File: config.mk
export PLATFORM = sky130hd
export DESIGN_NAME = sorted_insert_queue_core
export DESIGN_NICKNAME = d
export VERILOG_FILES = /design/src/rtl/core/siq_pkg.sv /design/src/rtl/core/sorted_insert_queue_core.sv /design/src/rtl/core/siq_ctrl.sv /design/src/rtl/core/siq_dpath.sv
export SDC_FILE = /design/constraint.sdc
export NUM_CORES = 1
export LEC_CHECK = 0
export ABC_AREA = 0
export BUFFER_PORTS_ARGS = -buffer_cell sky130_fd_sc_hd__buf_4
export CORE_MARGIN = 2
export CORE_UTILIZATION = 42
export DETAILED_ROUTE_END_ITERATION = 8
export REMOVE_ABC_BUFFERS = 1
export SLEW_MARGIN = 0
export SYNTH_ARGS = -nofsm -noshare
export SYNTH_HDL_FRONTEND = slang
export SYNTH_SLANG_ARGS = --single-unit
File: constraint.sdc
create_clock -name clk -period 10.7 [get_ports clk]
set_input_delay 1.07 -clock clk [delete_from_list [all_inputs] [get_ports clk]]
set_output_delay 1.07 -clock clk [all_outputs]
set_load 0.1 [all_outputs]
File: src/rtl/core/siq_pkg.sv
// ----------------------------------------------------------------------------
// siq_pkg
// Shared types, codes and default sizes for the sorted insert queue core.
// ----------------------------------------------------------------------------
package siq_pkg;

	// default sizes handed to the top level
	localparam int DEPTH_DEF      = 16;
	localparam int KEY_BITS_DEF   = 16;
	localparam int DATA_BITS_DEF  = 16;

	// fixed field widths
	localparam int REQ_BITS       = 3;
	localparam int STATUS_BITS    = 2;
	localparam int COUNT_OUT_BITS = 5;

	// request codes
	localparam logic [REQ_BITS-1:0] REQ_APPEND = 3'd0;
	localparam logic [REQ_BITS-1:0] REQ_INSERT = 3'd1;
	localparam logic [REQ_BITS-1:0] REQ_DEQUEUE = 3'd2;
	localparam logic [REQ_BITS-1:0] REQ_PEEK   = 3'd3;
	localparam logic [REQ_BITS-1:0] REQ_SEARCH = 3'd4;

	// result status codes
	localparam logic [STATUS_BITS-1:0] STAT_OK    = 2'd0;
	localparam logic [STATUS_BITS-1:0] STAT_EMPTY = 2'd1;
	localparam logic [STATUS_BITS-1:0] STAT_FULL  = 2'd2;
	localparam logic [STATUS_BITS-1:0] STAT_MISS  = 2'd3;

	// controller states
	typedef enum logic [2:0] {
		S_IDLE,
		S_DECODE,
		S_HEAD,
		S_WALK,
		S_TAIL,
		S_RESP
	} siq_state_t;

	// datapath operations
	typedef enum logic [2:0] {
		DP_IDLE,
		DP_SET_STATUS,
		DP_APPEND,
		DP_HEAD_RD,
		DP_HEAD_TAKE,
		DP_WALK_START,
		DP_WALK_STEP,
		DP_TAIL
	} siq_op_t;

	// controller to datapath
	typedef struct packed {
		logic                   latch_req;
		siq_op_t                op;
		logic [STATUS_BITS-1:0] set_status;
		logic                   load_out;
	} siq_cmd_t;

	// datapath to controller
	typedef struct packed {
		logic [REQ_BITS-1:0] req_type;
		logic                full;
		logic                empty;
		logic                walk_last;
		logic                match;
		logic                out_free;
	} siq_stat_t;

endpackage

File: src/rtl/core/sorted_insert_queue_core.sv
// ----------------------------------------------------------------------------
// sorted_insert_queue_core
// Bounded key/data queue with append, sorted insert, dequeue, peek and search.
// ----------------------------------------------------------------------------
//  channel | dir | handshake         | payload
//  s_*     | in  | s_tvalid/s_tready | tuser: req_type; tdata: elem_key, elem_data
//  m_*     | out | m_tvalid/m_tready | tuser: status; tdata: out_key, out_data,
//          |     |                   |   entry_count
//  cfg_*   | in  | cfg_we            | cfg_wdata: signed_key_compare
//
//  One request at a time. Append, rejected or empty requests go from decode
//  straight to the result state; peek and dequeue pass through the head state.
//  Sorted insert walks every held entry and then writes the tail; search walks until a match or the last held entry.
//  The walk reads one entry per cycle through the single memory read port.
//  Reset clears the queue to empty and selects unsigned key order.
//  A result beat waits in the output register; a new request is accepted
//  meanwhile, and its own result waits until that register is free.
// ----------------------------------------------------------------------------
module sorted_insert_queue_core #(
	parameter int DEPTH     = siq_pkg::DEPTH_DEF,
	parameter int KEY_BITS  = siq_pkg::KEY_BITS_DEF,
	parameter int DATA_BITS = siq_pkg::DATA_BITS_DEF,
	localparam int S_DW = ((KEY_BITS + DATA_BITS + 7) / 8) * 8,
	localparam int M_DW = ((KEY_BITS + DATA_BITS + siq_pkg::COUNT_OUT_BITS + 7) / 8) * 8
) (
	input  logic                            clk,
	input  logic                            arst_n,
	input  logic                            cfg_we,
	input  logic                            cfg_wdata,
	input  logic                            s_tvalid,
	output logic                            s_tready,
	input  logic [S_DW-1:0]                 s_tdata,  // elem_key, elem_data, zero pad
	input  logic [siq_pkg::REQ_BITS-1:0]    s_tuser,  // req_type
	output logic                            m_tvalid,
	input  logic                            m_tready,
	output logic [M_DW-1:0]                 m_tdata,  // out_key, out_data, entry_count, pad
	output logic [siq_pkg::STATUS_BITS-1:0] m_tuser   // status
);

	siq_pkg::siq_cmd_t  cmd;
	siq_pkg::siq_stat_t st;

	logic [KEY_BITS-1:0]                elem_key;
	logic [DATA_BITS-1:0]               elem_data;
	logic [KEY_BITS-1:0]                out_key;
	logic [DATA_BITS-1:0]               out_data;
	logic [siq_pkg::COUNT_OUT_BITS-1:0] entry_count;

	// unpack request beat
	assign elem_key  = s_tdata[KEY_BITS-1:0];
	assign elem_data = s_tdata[KEY_BITS+DATA_BITS-1:KEY_BITS];

	siq_ctrl u_ctrl (
		.clk      (clk),
		.arst_n   (arst_n),
		.in_valid (s_tvalid),
		.in_ready (s_tready),
		.st       (st),
		.cmd      (cmd)
	);

	siq_dpath #(
		.DEPTH     (DEPTH),
		.KEY_BITS  (KEY_BITS),
		.DATA_BITS (DATA_BITS)
	) u_dpath (
		.clk         (clk),
		.arst_n      (arst_n),
		.cfg_we      (cfg_we),
		.cfg_wdata   (cfg_wdata),
		.in_req_type (s_tuser),
		.in_key      (elem_key),
		.in_data     (elem_data),
		.cmd         (cmd),
		.st          (st),
		.out_valid   (m_tvalid),
		.out_ready   (m_tready),
		.out_status  (m_tuser),
		.out_key     (out_key),
		.out_data    (out_data),
		.out_count   (entry_count)
	);

	// pack result beat
	assign m_tdata = M_DW'({entry_count, out_data, out_key});

endmodule

File: src/rtl/core/siq_ctrl.sv
// ----------------------------------------------------------------------------
// siq_ctrl
// Request sequencer: accepts a beat, decodes it and steps the datapath.
// ----------------------------------------------------------------------------
module siq_ctrl (
	input  logic               clk,
	input  logic               arst_n,
	input  logic               in_valid,
	output logic               in_ready,
	input  siq_pkg::siq_stat_t st,
	output siq_pkg::siq_cmd_t  cmd
);

	siq_pkg::siq_state_t state_q;
	siq_pkg::siq_state_t state_nxt;

	// hold state
	always_ff @(posedge clk or negedge arst_n) begin
		if (!arst_n) begin
			state_q <= siq_pkg::S_IDLE;
		end else begin
			state_q <= state_nxt;
		end
	end

	// next state
	always_comb begin
		state_nxt = state_q;
		unique case (state_q)
			siq_pkg::S_IDLE: begin
				if (in_valid) state_nxt = siq_pkg::S_DECODE;
			end
			siq_pkg::S_DECODE: begin
				case (st.req_type) inside
					siq_pkg::REQ_APPEND: begin
						state_nxt = siq_pkg::S_RESP;
					end
					siq_pkg::REQ_INSERT: begin
						if (st.full || st.empty) state_nxt = siq_pkg::S_RESP;
						else                     state_nxt = siq_pkg::S_WALK;
					end
					siq_pkg::REQ_DEQUEUE, siq_pkg::REQ_PEEK: begin
						if (st.empty) state_nxt = siq_pkg::S_RESP;
						else          state_nxt = siq_pkg::S_HEAD;
					end
					siq_pkg::REQ_SEARCH: begin
						if (st.empty) state_nxt = siq_pkg::S_RESP;
						else          state_nxt = siq_pkg::S_WALK;
					end
					default: begin
						state_nxt = siq_pkg::S_RESP;
					end
				endcase
			end
			siq_pkg::S_HEAD: begin
				state_nxt = siq_pkg::S_RESP;
			end
			siq_pkg::S_WALK: begin
				if (st.req_type == siq_pkg::REQ_SEARCH) begin
					if (st.match || st.walk_last) state_nxt = siq_pkg::S_RESP;
				end else if (st.walk_last) begin
					state_nxt = siq_pkg::S_TAIL;
				end
			end
			siq_pkg::S_TAIL: begin
				state_nxt = siq_pkg::S_RESP;
			end
			siq_pkg::S_RESP: begin
				if (st.out_free) state_nxt = siq_pkg::S_IDLE;
			end
			default: begin
				state_nxt = siq_pkg::S_IDLE;
			end
		endcase
	end

	// drive datapath commands
	always_comb begin
		cmd            = '0;
		cmd.op         = siq_pkg::DP_IDLE;
		cmd.set_status = siq_pkg::STAT_OK;
		in_ready       = 1'b0;
		unique case (state_q)
			siq_pkg::S_IDLE: begin
				in_ready      = 1'b1;
				cmd.latch_req = in_valid;
			end
			siq_pkg::S_DECODE: begin
				case (st.req_type) inside
					siq_pkg::REQ_APPEND, siq_pkg::REQ_INSERT: begin
						if (st.full) begin
							cmd.op         = siq_pkg::DP_SET_STATUS;
							cmd.set_status = siq_pkg::STAT_FULL;
						end else if (st.req_type == siq_pkg::REQ_APPEND || st.empty) begin
							cmd.op = siq_pkg::DP_APPEND;
						end else begin
							cmd.op = siq_pkg::DP_WALK_START;
						end
					end
					siq_pkg::REQ_DEQUEUE, siq_pkg::REQ_PEEK: begin
						if (st.empty) begin
							cmd.op         = siq_pkg::DP_SET_STATUS;
							cmd.set_status = siq_pkg::STAT_EMPTY;
						end else begin
							cmd.op = siq_pkg::DP_HEAD_RD;
						end
					end
					siq_pkg::REQ_SEARCH: begin
						if (st.empty) begin
							cmd.op         = siq_pkg::DP_SET_STATUS;
							cmd.set_status = siq_pkg::STAT_MISS;
						end else begin
							cmd.op = siq_pkg::DP_WALK_START;
						end
					end
					default: begin
						cmd.op = siq_pkg::DP_IDLE;
					end
				endcase
			end
			siq_pkg::S_HEAD: begin
				cmd.op = siq_pkg::DP_HEAD_TAKE;
			end
			siq_pkg::S_WALK: begin
				cmd.op = siq_pkg::DP_WALK_STEP;
			end
			siq_pkg::S_TAIL: begin
				cmd.op = siq_pkg::DP_TAIL;
			end
			siq_pkg::S_RESP: begin
				cmd.load_out = st.out_free;
			end
			default: begin
				cmd.op = siq_pkg::DP_IDLE;
			end
		endcase
	end

endmodule

File: src/rtl/core/siq_dpath.sv
// ----------------------------------------------------------------------------
// siq_dpath
// Entry store as a ring over one memory, walk registers and result beat.
// ----------------------------------------------------------------------------
module siq_dpath #(
	parameter int DEPTH     = siq_pkg::DEPTH_DEF,
	parameter int KEY_BITS  = siq_pkg::KEY_BITS_DEF,
	parameter int DATA_BITS = siq_pkg::DATA_BITS_DEF
) (
	input  logic                             clk,
	input  logic                             arst_n,
	input  logic                             cfg_we,
	input  logic                             cfg_wdata,
	input  logic [siq_pkg::REQ_BITS-1:0]     in_req_type,
	input  logic [KEY_BITS-1:0]              in_key,
	input  logic [DATA_BITS-1:0]             in_data,
	input  siq_pkg::siq_cmd_t                cmd,
	output siq_pkg::siq_stat_t               st,
	output logic                             out_valid,
	input  logic                             out_ready,
	output logic [siq_pkg::STATUS_BITS-1:0]  out_status,
	output logic [KEY_BITS-1:0]              out_key,
	output logic [DATA_BITS-1:0]             out_data,
	output logic [siq_pkg::COUNT_OUT_BITS-1:0] out_count
);

	localparam int IW = $clog2(DEPTH);
	localparam int CW = $clog2(DEPTH + 1);
	localparam logic [IW:0]   DEPTH_W = (IW + 1)'(DEPTH);
	localparam logic [CW-1:0] DEPTH_C = CW'(DEPTH);

	// ring position of a queue offset
	function automatic logic [IW-1:0] ring_pos(input logic [IW-1:0] head, input logic [IW:0] off);
		logic [IW:0] sum;
		sum = {1'b0, head} + off;
		if (sum >= DEPTH_W) sum = sum - DEPTH_W;
		return sum[IW-1:0];
	endfunction

	// strict key order, unsigned or two's complement
	function automatic logic key_less(input logic [KEY_BITS-1:0] a, input logic [KEY_BITS-1:0] b,
		input logic sgn);
		logic [KEY_BITS-1:0] ax;
		logic [KEY_BITS-1:0] bx;
		ax = a;
		bx = b;
		if (sgn) begin
			ax[KEY_BITS-1] = ~a[KEY_BITS-1];
			bx[KEY_BITS-1] = ~b[KEY_BITS-1];
		end
		return ax < bx;
	endfunction

	logic                            signed_cmp_q;
	logic [siq_pkg::REQ_BITS-1:0]    req_type_q;
	logic [KEY_BITS-1:0]             req_key_q;
	logic [DATA_BITS-1:0]            req_data_q;
	logic [CW-1:0]                   count_q;
	logic [IW-1:0]                   head_q;
	logic [IW-1:0]                   idx_q;
	logic                            placing_q;
	logic [KEY_BITS-1:0]             carry_key_q;
	logic [DATA_BITS-1:0]            carry_data_q;
	logic [siq_pkg::STATUS_BITS-1:0] res_status_q;
	logic [KEY_BITS-1:0]             res_key_q;
	logic [DATA_BITS-1:0]            res_data_q;
	logic                            out_valid_q;
	logic [siq_pkg::STATUS_BITS-1:0] out_status_q;
	logic [KEY_BITS-1:0]             out_key_q;
	logic [DATA_BITS-1:0]            out_data_q;
	logic [siq_pkg::COUNT_OUT_BITS-1:0] out_count_q;

	logic [KEY_BITS-1:0]  key_mem  [DEPTH];
	logic [DATA_BITS-1:0] data_mem [DEPTH];
	logic [KEY_BITS-1:0]  rd_key_q;
	logic [DATA_BITS-1:0] rd_data_q;

	logic                 wr_en;
	logic [IW-1:0]        wr_addr;
	logic [KEY_BITS-1:0]  wr_key;
	logic [DATA_BITS-1:0] wr_data;
	logic [IW-1:0]        rd_addr;

	logic                 is_insert;
	logic                 rd_less;
	logic                 rd_match;
	logic                 walk_last;
	logic [IW:0]          count_off;
	logic [IW:0]          idx_off;

	assign is_insert = (req_type_q == siq_pkg::REQ_INSERT);
	assign rd_less   = key_less(rd_key_q, req_key_q, signed_cmp_q);
	assign rd_match  = (rd_key_q == req_key_q);
	assign count_off = (IW + 1)'(count_q);
	assign idx_off   = {1'b0, idx_q};
	assign walk_last = (idx_off == count_off - 1'b1);

	// status to controller
	assign st.req_type  = req_type_q;
	assign st.full      = (count_q == DEPTH_C);
	assign st.empty     = (count_q == '0);
	assign st.walk_last = walk_last;
	assign st.match     = rd_match;
	assign st.out_free  = !out_valid_q || out_ready;

	// select memory addresses and write data
	always_comb begin
		wr_en   = 1'b0;
		wr_addr = ring_pos(head_q, count_off);
		wr_key  = req_key_q;
		wr_data = req_data_q;
		rd_addr = head_q;
		case (cmd.op)
			siq_pkg::DP_APPEND: begin
				wr_en = 1'b1;
			end
			siq_pkg::DP_WALK_STEP: begin
				rd_addr = ring_pos(head_q, idx_off + 1'b1);
				wr_addr = ring_pos(head_q, idx_off);
				if (is_insert) begin
					if (placing_q) begin
						wr_en   = 1'b1;
						wr_key  = carry_key_q;
						wr_data = carry_data_q;
					end else if (!rd_less) begin
						wr_en = 1'b1;
					end
				end
			end
			siq_pkg::DP_TAIL: begin
				wr_en   = 1'b1;
				wr_key  = carry_key_q;
				wr_data = carry_data_q;
			end
			default: begin
				wr_en = 1'b0;
			end
		endcase
	end

	// entry memory, registered read
	always_ff @(posedge clk) begin
		if (wr_en) begin
			key_mem[wr_addr]  <= wr_key;
			data_mem[wr_addr] <= wr_data;
		end
		rd_key_q  <= key_mem[rd_addr];
		rd_data_q <= data_mem[rd_addr];
	end

	// configuration register
	always_ff @(posedge clk or negedge arst_n) begin
		if (!arst_n) begin
			signed_cmp_q <= 1'b0;
		end else if (cfg_we) begin
			signed_cmp_q <= cfg_wdata;
		end
	end

	// queue control: count, head, walk position
	always_ff @(posedge clk or negedge arst_n) begin
		if (!arst_n) begin
			count_q   <= '0;
			head_q    <= '0;
			idx_q     <= '0;
			placing_q <= 1'b0;
		end else begin
			case (cmd.op)
				siq_pkg::DP_APPEND, siq_pkg::DP_TAIL: begin
					count_q <= count_q + 1'b1;
				end
				siq_pkg::DP_HEAD_TAKE: begin
					if (req_type_q == siq_pkg::REQ_DEQUEUE) begin
						count_q <= count_q - 1'b1;
						head_q  <= ring_pos(head_q, (IW + 1)'(1));
					end
				end
				siq_pkg::DP_WALK_START: begin
					idx_q     <= '0;
					placing_q <= 1'b0;
				end
				siq_pkg::DP_WALK_STEP: begin
					idx_q <= idx_q + 1'b1;
					if (is_insert && !rd_less) placing_q <= 1'b1;
				end
				default: begin
					idx_q <= idx_q;
				end
			endcase
		end
	end

	// request capture, carried entry and result
	always_ff @(posedge clk) begin
		if (cmd.latch_req) begin
			req_type_q   <= in_req_type;
			req_key_q    <= in_key;
			req_data_q   <= in_data;
			res_status_q <= siq_pkg::STAT_OK;
			res_key_q    <= '0;
			res_data_q   <= '0;
		end
		case (cmd.op)
			siq_pkg::DP_SET_STATUS: begin
				res_status_q <= cmd.set_status;
			end
			siq_pkg::DP_HEAD_TAKE: begin
				res_key_q  <= rd_key_q;
				res_data_q <= rd_data_q;
			end
			siq_pkg::DP_WALK_STEP: begin
				if (is_insert) begin
					if (placing_q || !rd_less) begin
						carry_key_q  <= rd_key_q;
						carry_data_q <= rd_data_q;
					end else if (walk_last) begin
						carry_key_q  <= req_key_q;
						carry_data_q <= req_data_q;
					end
				end else if (rd_match) begin
					res_key_q  <= rd_key_q;
					res_data_q <= rd_data_q;
				end else if (walk_last) begin
					res_status_q <= siq_pkg::STAT_MISS;
				end
			end
			default: begin
				// hold the result
			end
		endcase
	end

	// result beat valid
	always_ff @(posedge clk or negedge arst_n) begin
		if (!arst_n) begin
			out_valid_q <= 1'b0;
		end else if (cmd.load_out) begin
			out_valid_q <= 1'b1;
		end else if (out_ready) begin
			out_valid_q <= 1'b0;
		end
	end

	// result beat payload
	always_ff @(posedge clk) begin
		if (cmd.load_out) begin
			out_status_q <= res_status_q;
			out_key_q    <= res_key_q;
			out_data_q   <= res_data_q;
			out_count_q  <= siq_pkg::COUNT_OUT_BITS'(count_q);
		end
	end

	assign out_valid  = out_valid_q;
	assign out_status = out_status_q;
	assign out_key    = out_key_q;
	assign out_data   = out_data_q;
	assign out_count  = out_count_q;

	// checks
	a_count_max: assert property (@(posedge clk) disable iff (!arst_n)
		count_q <= DEPTH_C)
		else $error("entry count above depth");

	a_head_range: assert property (@(posedge clk) disable iff (!arst_n)
		{1'b0, head_q} < DEPTH_W)
		else $error("head pointer out of range");

	a_load_free: assert property (@(posedge clk) disable iff (!arst_n)
		cmd.load_out |-> (!out_valid_q || out_ready))
		else $error("result beat overwritten");

	a_walk_range: assert property (@(posedge clk) disable iff (!arst_n)
		(cmd.op == siq_pkg::DP_WALK_STEP) |-> (idx_off < count_off))
		else $error("walk beyond held entries");

	a_grow_not_full: assert property (@(posedge clk) disable iff (!arst_n)
		(cmd.op == siq_pkg::DP_APPEND || cmd.op == siq_pkg::DP_TAIL) |-> (count_q != DEPTH_C))
		else $error("push into a full queue");

endmodule

==> results.toml <==
[run_status]
status = "complete, no violations"

[logic_synthesis]
synth_top_area_share_pct = 66.7
synth-edff-count = 618
netlist-cell-type-count = 57
ys_warn_count = 0
syn-cell-area_um2 = 27800
yosysMostFrequentCell = "edfxtp_1"
synthArstFlopShare_pct = 2.70
yosysSeqAreaShare_pct = 73.2
synth-seq-cells = 703
syn_inst = 2073
synth.avg_cell_area_um2 = 13.4
synth_common_cells = "edfxtp_1, nand2_1, a21oi_1, nand3_1, nor2_1"
yosys.area.top_type = "edfxtp_1"
ys.flop_type = "edfxtp_1"
synth_area_leaders = "edfxtp_1, nand2_1, dfxtp_1"

[setup_path]
cp-start-kind = "flop"
cp_data_arrival_time_ps = 4740
worst_setup_path_end_kind = "flop"
crit_type = "reg -> reg"
required_ps = 10940
path_max_fanout = 23
reg2reg_from = "u_ctrl.state_q[1]"
r2r_end = "u_dpath.data_mem[13][2]"
worst-r2r-cell-count = 10
worst-r2r-setup-slack_ps = 6210

[die]
fp-row-count = 94
start_util_pct = 42.4
dieArea_um2 = 68300
die_w_um = 261
die_y_um = 261
pin_count = 85
core_um2 = 65600

[timing]
post-route-min-period_ps = 4490
finalHoldViolations = 0
grt_setup_unrepaired = "no"
relSlewSlack_pct = 2.24
finalMaxSlewViolations = 0
finalClockSkew_ps = 24.6
finalCritPeriodShare_pct = 42.0
setup_tns_ps = 0
finalSetupViolCount = 0
worstMarginPinSlew_ps = 1470
fmaxAchievable_ghz = 0.223

[grt]
first_global_vias = 16500
grt_pass1_wl_um = 103000
gr-total-overflow = 0
antenna_found_initial = 0
grt_max_degree = 193
track_usage_pct = 20.2

[detailed_routing]
drc = 0
avgRoutedWirePerCell_um = 22.4
vias = 17000
drt_iter0_markers = 1651
drtPass1Iterations = 5
drt-total-wl_um = 68600
vias_per_cell = 5.53
antenna_left = 0

[job]
maxCapViolCount = 0

[clocking]
clk_latency_ps = 620
ctsLongestPathBuffers = 3
postCtsResizedCells = 0
cts_tree = "yes"
cts_hold_buf = 0
cts_made_buffers = 74
clock_sinks = 703
cts_setup_buffers = 0
path_clk_slew_ps = 60
htree_levels = 3
cts_root_buffer = "clkbuf_16"

[placed_design]
dp_hpwl_um = 35900
dpl-instance-area_um2 = 29500
port_buffers = 81
gp_congestion = 0.832

[min_path]
hp-class = "in -> async"

[finish]
fillCellCount = 5656
multiInputGateArea_um2 = 6900
register_area_um2 = 20400
syn_to_final_growth_pct = 14.3
nets = 2214
drive_above_1_share_pct = 15.4
top_regs = "u_dpath.data_mem: 256 flops, u_dpath.key_mem: 256 flops"
final_area_um2 = 31800
n_antenna_cell = 0

[power_and_ir_drop]
powerDensity_nw_per_um2 = 282
ir_drop_mv = 0.219
p_leak_nw = 11.1
## placed cells by master (no fill, tap or decap), types with 4 or more instances in the layout
master / count
nand4_1: 38
nor4_2: 4
inv_1: 57
mux2_2: 52
dfxtp_1: 66
o21ai_0: 31
nand3b_1: 5
clkbuf_1: 20
nor3_1: 6
nand2b_1: 7
clkinv_2: 14
or3_1: 5
a21oi_1: 143
nor2_1: 79
ha_1: 27
edfxtp_1: 618
buf_4: 115
nor2_2: 4
nor2_4: 5
a31o_2: 32
clkbuf_8: 6
mux2i_1: 33
dfrtp_1: 19
a21o_1: 4
clkinv_1: 13
xor2_1: 6
clkbuf_16: 79
a221oi_1: 64
nand3_1: 139
xnor2_1: 14
nand2_1: 434
nor3_2: 9
## where the power goes
group / switching (mW) / internal (mW) / leakage, nW
combinational: 2.01 / 0.762 / 3.60
clock: 1.02 / 1.41 / 1.14
sequential: 0.180 / 3.58 / 6.38
total: 3.21 / 5.75 / 11.1
## worst max-delay path, stage by stage, from the launching register on
cell     delay, ps
dfrtp_1        580
and3b_1        650
nand2_1        110
o21ai_0        120
ha_1           220
inv_1           60
fa_1           440
xnor2_1        350
nand3_1        210
nor3_2         830
buf_4          550
## through the flow
step	setup slack [ps]	total power, mW	util (%)	cells	hold WS (ps)
3_5_place_dp	6180	6.59	44.9	2932	417
4_1_cts	6170	9.02	48.4	3068	313
3_3_place_gp	6410	6.52	44.9	2932	415
5_1_grt	5840	9.40	48.4	3068	333
6_report	6210	8.96	48.4	3068	336
2_1_floorplan	2020	5.79	-	1951	408
## layout make-up
type | count | area share (%)
Clock buffer | 105 | 6.72
Inverter | 58 | 0.685
Timing Repair Buffer | 117 | 2.84
Tap cell | 864 | 3.40
Clock inverter | 31 | 0.551
Multi-Input combinational cell | 1190 | 21.7
Sequential cell | 703 | 64.1
## cells by family (layout without fill, tap and decap cells)
group | after synthesis | in the layout | synth area share [%]
AO/OA/AOI/OAI | 297 | 297 | 6.98
other | 1 | 3 | 0.0135
AND/OR/NAND/NOR | 750 | 750 | 11.6
buffers and inverters | 182 | 311 | 2.72
XOR/XNOR | 21 | 21 | 0.661
flip-flops | 703 | 703 | 73.2
adder cells (fa/ha/maj) | 29 | 29 | 1.36
multiplexers | 90 | 90 | 3.50
## per-layer routing
| metal | up-vias | share of wire, % | track usage, % |
|---|---|---|---|
| li1 | 7768 | - | - |
| met1 | 8522 | 44 | 28.5 |
| met2 | 569 | 47 | 32.4 |
| met3 | 112 | 6.2 | 3.27 |
| met4 | 0 | 2.4 | 5.87 |
| met5 | - | 0 | 0 |
## worst max-delay path by stage
| stage | from | end | cells after the start |
|---|---|---|---|
| 2_1_floorplan | u_ctrl.state_q[2] | u_dpath.rd_data_q[0] | 6 |
| 6_report | u_ctrl.state_q[1] | u_dpath.data_mem[13][2] | 10 |
| 3_5_place_dp | u_ctrl.state_q[1] | u_dpath.data_mem[13][12] | 10 |
| 3_3_place_gp | u_ctrl.state_q[0] | u_dpath.data_mem[13][13] | 10 |
| 5_1_grt | u_ctrl.state_q[0] | u_dpath.key_mem[13][2] | 10 |
| 4_1_cts | u_ctrl.state_q[0] | u_dpath.data_mem[13][2] | 10 |
Power figures use the tool's default switching activity.
